[src/sv/tcpw_pkg.sv]
// ----------------------------------------------------------------------------
// tcpw_pkg
// Shared types, codes and constants of the tag-count probability weight block.
// ----------------------------------------------------------------------------
package tcpw_pkg;

  localparam int MAX_JETS_DEF = 8;

  localparam int EFF_W   = 17;  // efficiency, unsigned Q1.16
  localparam int SCL_W   = 16;  // scale factor, unsigned Q2.14
  localparam int SCL_FRAC = 14;
  localparam int CNT_W   = 4;   // tag counts and window limits
  localparam int DP_W    = 20;  // data tag probability, Q.16
  localparam int FACT_W  = 21;  // signed jet factor, Q.16
  localparam int CELL_W  = 48;  // signed table cell, Q16.32
  localparam int HALF_W  = 24;  // cell magnitude is multiplied in two halves
  localparam int PROD_W  = HALF_W + FACT_W;
  localparam int TERM_W  = 56;
  localparam int SUM3_W  = TERM_W + 2;
  localparam int WGT_W   = 32;  // signed Q16.16 weight
  localparam int FRAC_W  = 16;
  localparam int STAT_W  = 2;
  localparam int MODE_W  = 2;
  localparam int CFG_IDX_W = 3;

  localparam logic [FACT_W-1:0] ONE_Q16 = FACT_W'(65536);

  typedef enum logic [MODE_W-1:0] {
    MODE_TWO_LEVEL = 2'd0,
    MODE_LOOSE     = 2'd1,
    MODE_TIGHT     = 2'd2,
    MODE_ALT_TWO   = 2'd3
  } mode_t;

  typedef enum logic [CFG_IDX_W-1:0] {
    CFG_WEIGHT_MODE = 3'd0,
    CFG_MIN_FIRST   = 3'd1,
    CFG_MAX_FIRST   = 3'd2,
    CFG_MIN_SECOND  = 3'd3,
    CFG_MAX_SECOND  = 3'd4
  } cfg_idx_t;

  typedef enum logic [STAT_W-1:0] {
    STAT_OK       = 2'd0,
    STAT_REJECTED = 2'd1,
    STAT_SIM_ZERO = 2'd2,
    STAT_OVERFLOW = 2'd3
  } status_t;

  typedef enum logic [3:0] {
    ST_IDLE,
    ST_SCALE,
    ST_FACT,
    ST_SWEEP,
    ST_DRAIN,
    ST_SUM,
    ST_SUM_END,
    ST_MAG,
    ST_START,
    ST_DIV,
    ST_OUT
  } state_t;

  typedef struct packed {
    logic signed [CELL_W-1:0] dat;
    logic signed [CELL_W-1:0] sim;
  } cell_pair_t;

  typedef struct packed {
    logic signed [FACT_W-1:0] f2;  // both tags
    logic signed [FACT_W-1:0] f1;  // first kind only
    logic signed [FACT_W-1:0] f0;  // no tag
  } fact_t;

  localparam logic signed [CELL_W-1:0] CELL_ONE = CELL_W'(64'h1_0000_0000);

  function automatic logic in_win(input logic [7:0] v, input logic [CNT_W-1:0] lo,
                                  input logic [CNT_W-1:0] hi);
    in_win = (v >= 8'(lo)) && (v <= 8'(hi));
  endfunction

endpackage

[src/sv/tcpw_div.sv]
// ----------------------------------------------------------------------------
// tcpw_div
// Restoring divider giving the Q16.16 magnitude of one sum over another,
// one quotient bit a cycle, saturating at 2^31.
// ----------------------------------------------------------------------------
module tcpw_div #(
  parameter int MAG_W = 56
) (
  input  logic                          clk,
  input  logic                          rst,
  input  logic                          start,
  input  logic [MAG_W-1:0]              ud,
  input  logic [MAG_W-1:0]              us,
  output logic                          done,
  output logic [tcpw_pkg::WGT_W-1:0]    mag
);

  localparam int QB  = tcpw_pkg::WGT_W - 1;
  localparam int HI  = QB - tcpw_pkg::FRAC_W;
  localparam int RMW = MAG_W + tcpw_pkg::FRAC_W;
  localparam int DW  = MAG_W + QB;
  localparam int NW  = $clog2(QB);

  logic           busy;
  logic [NW-1:0]  cnt;
  logic [RMW-1:0] rem;
  logic [DW-1:0]  den;
  logic [QB-1:0]  q;
  logic           fits;
  logic [QB-1:0]  q_next;

  assign fits   = DW'(rem) >= den;
  assign q_next = {q[QB-2:0], fits};

  always_ff @(posedge clk) begin
    if (rst) begin
      busy <= 1'b0;
      done <= 1'b0;
    end else begin
      done <= 1'b0;
      if (start) begin
        // A quotient of 2^15 or more saturates without iterating.
        if (DW'(ud) >= (DW'(us) << HI)) begin
          done <= 1'b1;
        end else begin
          busy <= 1'b1;
        end
      end else if (busy && cnt == '0) begin
        busy <= 1'b0;
        done <= 1'b1;
      end
    end
  end

  always_ff @(posedge clk) begin
    if (start) begin
      rem <= RMW'(ud) << tcpw_pkg::FRAC_W;
      den <= DW'(us) << (QB - 1);
      cnt <= NW'(QB - 1);
      q   <= '0;
      mag <= tcpw_pkg::WGT_W'(1) << QB;
    end else if (busy) begin
      if (fits) begin
        rem <= rem - RMW'(den);
      end
      den <= den >> 1;
      q   <= q_next;
      cnt <= cnt - 1'b1;
      if (cnt == '0) begin
        mag <= {1'b0, q_next};
      end
    end
  end

endmodule

[config.mk]
export PLATFORM = sky130hd
export DESIGN_NAME = tcpw_div
export DESIGN_NICKNAME = d
export VERILOG_FILES = /design/src/sv/tcpw_pkg.sv /design/src/sv/tcpw_div.sv
export SDC_FILE = /design/constraint.sdc
export NUM_CORES = 1
export LEC_CHECK = 0
export ABC_AREA = 1
export BUFFER_PORTS_ARGS = -buffer_cell sky130_fd_sc_hd__buf_4
export CORE_MARGIN = 2
export CORE_UTILIZATION = 45
export DETAILED_ROUTE_END_ITERATION = 6
export PLACE_DENSITY_LB_ADDON = 0.25
export SLEW_MARGIN = 40
export SYNTH_ARGS = -nofsm -noshare
export SYNTH_HDL_FRONTEND = slang
export SYNTH_SLANG_ARGS = --single-unit
export TNS_END_PERCENT = 50
[constraint.sdc]
create_clock -name clk -period 6.8 [get_ports clk]
set_input_delay 0.68 -clock clk [delete_from_list [all_inputs] [get_ports clk]]
set_output_delay 0.68 -clock clk [all_outputs]
set_load 0.03 [all_outputs]
After elaboration in Yosys (flattened, before gate mapping)
Cells that the tools add are included.
- register bits: 227
- input bits: 115
- output and inout port bits: 33
- word-level logic and storage cells: 34
- add/subtract/negate cells: 2
- $lt $le $gt $ge: 2
- equal/unequal tests: 1
- multiplexer cells: 11
- reductions and logical operators: 9
- operator list (kind ; number):
    two-way mux 72 bit ; 3
    two-way mux 86 bit ; 2
    greater-or-equal comparator 72 x 86 -> 1 bit ; 1
    subtractor 72 bit ; 1
    greater-or-equal comparator 56 x 71 -> 1 bit ; 1
    AND reduction 2 bit ; 4
    two-way mux 1 bit ; 6
    nonzero test 2 bit ; 3
    logical NOT 5 bit ; 1
    subtractor 5 x 1 -> 5 bit (second input constant) ; 1
    != test 2 bit (second input constant) ; 1
    logical AND 1 bit ; 1

Logic depth before layout (Yosys ltp)
Gate-level depths: netlist of the first run.
- word-level depth: 4
- depth in mapped cells: 19

Least setup slack after synthesis of the first run
OpenSTA, ideal clock, no wires.
- path kind: reg-to-reg
- start: reg rem[0]
- end: reg rem[16], enable pin
- arrival time: 3.091 ns
- required time: 6.384 ns
- path slack: 3.293 ns
- stages on the path, launching flop included: 16
- buffers on the path: 1
- cells stage by stage: dfxtp_1 -> inv_1 -> ha_1 -> fa_1 -> inv_1 -> nand3_1 -> nand2_1 -> nand2_1 -> nand3_2 -> nand2_2 -> nand3_2 -> nand2_2 -> nand2_4 -> nand2_2 -> buf_6 -> nand2_1
- cells in the longest elaborated chain, start to end: 3
- ends and longest elaborated chain (what ; RTL line ; text):
    start: declaration ; tcpw_div.sv:26 ; logic [RMW-1:0] rem;
    start signal: assignment ; tcpw_div.sv:57 ; rem <= RMW'(ud) << tcpw_pkg::FRAC_W;
    start signal: assignment ; tcpw_div.sv:64 ; rem <= rem - RMW'(den);
    greater-or-equal comparator 72 x 86 -> 1 bit ; tcpw_div.sv:32 ; assign fits = DW'(rem) >= den;
    nonzero test 2 bit (no line) ; n/a ;
    AND reduction 2 bit (no line) ; n/a ;
Every way passes these cells.
A chain may end at the register's enable or synchronous reset.

Final worst setup path of the first run
- start: reg rem[21]
- end: reg rem[45], enable pin
The elaborated chain is that of the path after synthesis.

==> results by group, run 1 <==
Status
  – Status: completed

STA
  – Final setup fails: 0
  – Worst-margin pin slew: 0.888 ns
  – Fin Setup TNS: 0 ns
  – Fin Clk Skew: 0.0216 ns
  – Min cycle time layout: 4.30 ns
  – Slew headroom: 0.406
  – RSZ-0062 raised after global routing: false
  – Fin crit share: 0.632
  – Max Slew Vio Count: 0
  – Final Hold Viols: 0
  – Maximum clock frequency: 233 MHz

Clocking
  – Postcts setup bufs: 0
  – Root Buffer: clkbuf_16
  – CTS hold repair buffers: 0
  – CTS tree: done
  – Number of clock sinks: 227
  – Clock buffer count from CTS: 25
  – CTS H-tree lvls: 1
  – # resized after CTS: 0
  – Clock buffer depth: 3
  – Clock transition at path regs: 0.06 ns
  – Clock latency at the later pin of the worst-skew pair: 0.57 ns

Synth
  – Area of the mapped netlist: 16100 sq um
  – Syn Nets: 2610
  – Syn Area/Cell: 6.76 sq um
  – Yosys top cell area share: 0.209
  – Synth cell count leaders: 694 x nand2_1, 435 x inv_1, 225 x nor2_1
  – Cells after synthesis: 2380
  – EDFF count, synth: 112
  – Top FF cell, synth: dfxtp_1
  – Unique masters post-synth: 47
  – Ys async rst share: 0
  – Area contributors post-synth: edfxtp_1 21%, nand2_1 16%, dfxtp_1 14%, inv_1 10%, ha_1 8.9%
  – Sequential fraction of the synthesis area: 0.352
  – Synth Register Bits: 227
  – Count leader, synth: nand2_1
  – Largest area contributor in the netlist: edfxtp_1
  – Yosys warns: 0

Drt
  – Drt pass-1 iters: 5
  – Residual DRC: 0
  – Via count: 16100
  – Vias/cell: 5.40
  – WL/cell: 19.5 um
  – Initial DRC count: 1179
  – Drt total wl: 58200 um
  – Post-DRT Antenna Nets: 0

Critical path
  – CP cell instances: ha_1 -> nand2_1 -> nor2_1 -> nand2_1 -> nor2_1 -> nand2_1 -> nand3_2 -> nand2_2 -> nand3_2 -> nand2_2 -> nand2_4 -> nand2_2 -> nand2_2 -> buf_4
  – Critical Path Sink Type: flip-flop
  – Setup crit start kind: flip-flop
  – Critical R2R Launch: rem[21]
  – FF-to-FF setup slack: 2.50 ns
  – Setup Crit Path Kind: reg2reg
  – Crit path buffers/inverters: 1
  – Crit. Startpoint: rem[21]
  – Data required time of the critical path: 7.00 ns
  – CP max stage delay: 0.67 ns
  – Slowest cell on the critical path: nand2_2
  – Worst Path Max Fanout: 32
  – Data arrival, critical path: 4.50 ns
  – Crit-path leading delay family: simple AND/OR/NAND/NOR gates
  – CP dominant cell by count: nand2_2

Finish
  – Final #Nets: 2739
  – Area grow syn2layout: 14.3%
  – Fraction of layout cells with a size suffix above 1: 0.0994
  – # diodes: 0
  – Fill cells: 3623
  – Finished Cell Area: 18400 sq um
  – Final core utilization: 0.520
  – Post-Layout Cell Count: 2987
  – Register area: 5670 sq um
  – Area of the multi-input gates: 8540 sq um

Global routing
  – GR Overflow Total: 0
  – Initial antenna violation count: 1
  – Global-route wire length before repair: 86400 um
  – Overall Global Routing Usage: 0.308
  – Largest net degree at the start of global routing: 72
  – Vias in the first global route: 15300

Placed design
  – IO buf count: 147
  – Placed Cells: 2943
  – Final RePlAce weighted congestion: 0.975
  – Placed Instance Area: 17600 sq um
  – Detailed placement HPWL: 46400 um

Power
  – Pleak: 0.00896 uW
  – Peak supply drop: 0.000194 V
  – Total Power: 3820 uW
  – Power per Cell Area: 208 nW/um^2

Floorplan
  – Initial Util: 0.455
  – Die Width: 193 um
  – Die area: 37300 sq um
  – Row cnt: 69
  – Core ar.: 35400 sq um
  – Top Ports: 148
  – Die H: 193 um

Job
  – Max cap viols: 0

Hold path
  – Hold_sp: rst
  – Min-Delay Path Class: in2reg
[layout by cell type (no fill, tap or decap), types with 3 or more instances in the layout]
master	count
inv_4	3
nor2_2	15
inv_1	431
clkbuf_16	26
o21ai_1	12
nand2_4	3
inv_2	9
nor4_1	6
o21a_1	3
a22oi_1	14
o21bai_1	10
nand3_1	106
nand4_1	33
nand3b_1	21
nor2_1	224
edfxtp_1	112
ha_1	114
clkbuf_1	8
buf_4	153
a21oi_1	122
dfxtp_1	115
o22ai_1	106
nand2_2	9
nand2_1	693
clkinv_2	6
or2_2	12
xor2_1	21
nor3_1	18
o21ai_0	92
[layer usage]
layer / track usage / up-vias / wire length, um / part of all wire
met2: 0.492 / 575 / 25800 / 0.44
met3: 0.0338 / 72 / 3830 / 0.066
met4: 0.0889 / 0 / 1650 / 0.028
met1: 0.440 / 7570 / 27000 / 0.46
met5: 0 / - / 0 / 0
li1: - / 7924 / - / -
[flip-flops by register name, summed over array words and instances, names as in the netlist]
name / count
den: 86
done: 1
rem: 72
mag: 32
busy: 1
q: 30
cnt: 5
[final timing paths]
check,to,cells past startpoint
max,rem[45],14
min,busy,2
max reg2reg,rem[45],14
min reg2reg,mag[31],2
[cell families (layout without fill, tap and decap cells)]
kind of cell / count (synthesis) / count (layout) / synth area share
AOI/OAI and AO/OA: 369 / 369 / 0.130
xor gates and xnor gates: 23 / 23 / 0.0125
adders and majority gates: 115 / 115 / 0.0899
DFF: 227 / 227 / 0.352
buffers and inverters: 496 / 642 / 0.117
and+or+nand+nor: 1150 / 1150 / 0.299
[worst register-to-register path, delay by kind of cell, from the launching register on]
kind | cells | cell delay (ns)
fa+ha+maj | 1 | 0.37
flops | 1 | 0.39
buf+inv | 1 | 0.56
simple gates | 12 | 2.58
[per-stage QoR]
stage | hold WS (ns) | setup WS (ns)
3_5_place_dp | 0.446 | 2.61
5_1_grt | 0.305 | 2.31
4_1_cts | 0.289 | 2.58
6_report | 0.305 | 2.50
2_1_floorplan | 0.432 | 3.29
3_3_place_gp | 0.439 | 2.72
[layout make-up]
| type | count | area share |
|---|---|---|
| Clock buffer | 36 | 0.0385 |
| Clock inverter | 8 | 0.00333 |
| Inverter | 443 | 0.0907 |
| Multi-Input combinational cell | 1657 | 0.464 |
| Sequential cell | 227 | 0.308 |
| Tap cell | 461 | 0.0314 |
| Timing Repair Buffer | 155 | 0.0637 |
[power breakdown]
group	switching (uW)	internal, uW
clock network	587	728
logic	673	309
registers	17.7	1500
Note: power is estimated with default switching activity, not from simulation.
==> run 2, diff against run 1 <==
Clock period 6.8 ns to 3.6 ns, I/O delays scaled along.
==> run 2 against run 1 <==
Register-to-register slack got worse by 1.8 ns. Cell count increased by 0.54%. Clock power increased by 100%. Clock skew decreased by 0.0022 ns. Non-clock buffer count increased by 12. Combinational power increased by 91%. Clock-buffer cell count unchanged. Setup slack got worse by 1.8 ns. Total power increased by 94%. Utilization increased by 0.65 points. Global-route usage increased by 0.44 points. Via count decreased by 0.20%. Largest cell class unchanged.
==> results by group, run 2 (synthesis results as in run 1) <==
Clocking
  – Number of clock sinks: 227
  – Clock transition at path regs: 0.06 ns
  – Root Buffer: clkbuf_16
  – Clock latency at the later pin of the worst-skew pair: 0.57 ns
  – Postcts setup bufs: 0
  – CTS hold repair buffers: 1
  – CTS H-tree lvls: 1
  – # resized after CTS: 0
  – CTS tree: done
  – Clock buffer count from CTS: 26
  – Clock buffer depth: 3

Finish
  – Final core utilization: 0.526
  – Max reg flops: 86
  – Post-Layout Cell Count: 3003
  – Largest registers: den: 86 flops, rem: 72 flops, mag: 32 flops
  – Final #Nets: 2752
  – Area grow syn2layout: 15.7%
  – Fraction of layout cells with a size suffix above 1: 0.106
  – Largest Register: den
  – Fill cells: 3660
  – Commonest non-fill, non-tap cell in the layout: nand2_1
  – Most frequent cells in the layout: 693 x nand2_1, 431 x inv_1, 225 x nor2_1, 162 x buf_4, 122 x a21oi_1

Status
  – Status: completed

Global routing
  – Initial antenna violation count: 0
  – Vias in the first global route: 15400
  – Global-route wire length before repair: 88100 um
  – Overall Global Routing Usage: 0.313
  – GR Overflow Total: 0
  – Largest net degree at the start of global routing: 111

STA
  – RSZ-0062 raised after global routing: false
  – Final Hold Viols: 0
  – Fin crit share: 0.808
  – Max Slew Vio Count: 0
  – Hold_ws: 0.0829 ns
  – Maximum clock frequency: 344 MHz
  – Final setup fails: 0
  – Fin Setup TNS: 0 ns
  – Min cycle time layout: 2.91 ns
  – Slew headroom: 0.471
  – Fin Clk Skew: 0.0194 ns
  – Setup ws final: 0.693 ns
  – Worst-margin pin slew: 0.793 ns

Power
  – Peak supply drop: 0.000448 V
  – Power per Cell Area: 397 nW/um^2
  – Pleak: 0.00908 uW

Critical path
  – CP max stage delay: 0.47 ns
  – Slowest cell on the critical path: ha_1
  – CP dominant cell by count: nand2_1
  – Setup crit start kind: flip-flop
  – Data arrival, critical path: 3.22 ns
  – Setup Crit Path Kind: reg2reg
  – Data required time of the critical path: 3.91 ns
  – CP cell instances: ha_1 -> nand2_1 -> nor2_1 -> inv_1 -> nor3_1 -> nand2_1 -> nor2_1 -> nand2_1 -> nand2_1 -> nand2_1 -> nand3_1 -> nand2_1
  – Worst Path Max Fanout: 5
  – Path depth of the worst reg2reg path: 12
  – Critical Path Sink Type: flip-flop

Drt
  – Via count: 16100
  – Initial DRC count: 1253
  – Post-DRT Antenna Nets: 0
  – Drt total wl: 58400 um
  – Vias/cell: 5.36
  – WL/cell: 19.4 um
  – Drt pass-1 iters: 5
  – Residual DRC: 0

Floorplan
  – Core ar.: 35400 sq um
  – Die H: 193 um
  – Initial Util: 0.455
  – Row cnt: 69
  – Top Ports: 148
  – Die Width: 193 um
  – Die area: 37300 sq um

Placed design
  – Final RePlAce weighted congestion: 1.01
  – IO buf count: 147
  – Placed Cells: 2954
  – Detailed placement HPWL: 47000 um
  – Worst slack, placed: 0.727 ns

Hold path
  – Hold path depth: 3
  – Min-Delay Path Class: in2reg

Job
  – Max cap viols: 0
-- run 2: worst paths after layout --
kind         slack [ns]  startpoint  endpoint
max reg2reg        0.69     rem[44]   rem[69]
min reg2reg        0.46      mag[7]    mag[7]
min                0.08      ud[18]   rem[34]
max                0.69     rem[44]   rem[69]
-- run 2: area by class of cell --
cell class | instances | area (sq um) | area share
Multi-Input combinational cell | 1657 | 8560 | 0.459
Inverter | 443 | 1670 | 0.0895
Clock inverter | 11 | 76.3 | 0.00410
Timing Repair Buffer | 167 | 1310 | 0.0701
Sequential cell | 227 | 5670 | 0.304
Antenna cell | 1 | 2.50 | 0.000134
Tap cell | 461 | 577 | 0.0310
Clock buffer | 36 | 773 | 0.0415
-- run 2: per-layer routing --
metal  GRT usage  part of all wire  vias to the layer above
met3      0.0433             0.064                       84
li1            -                 -                     7970
met1       0.443              0.47                     7492
met4      0.0857             0.028                        0
met2       0.499              0.44                      563
met5           0                 0                        -
-- run 2: power by group --
group	switching (uW)	internal (uW)
registers	34.3	2840
logic	1280	595
clock network	1140	1510
-- run 2: critical path: cells and delay by family (launching register included) --
kind	cells	cell delay (ns)
flops	1	0.38
simple gates	10	1.73
buf+inv	1	0.09
fa+ha+maj	1	0.47
-- run 2: through the flow --
stage	power (uW)	cell area (sq um)
2_1_floorplan	4090	16100
3_3_place_gp	4740	17800
4_1_cts	7400	18600
6_report	7400	18600
3_5_place_dp	4750	17800
5_1_grt	7730	18600
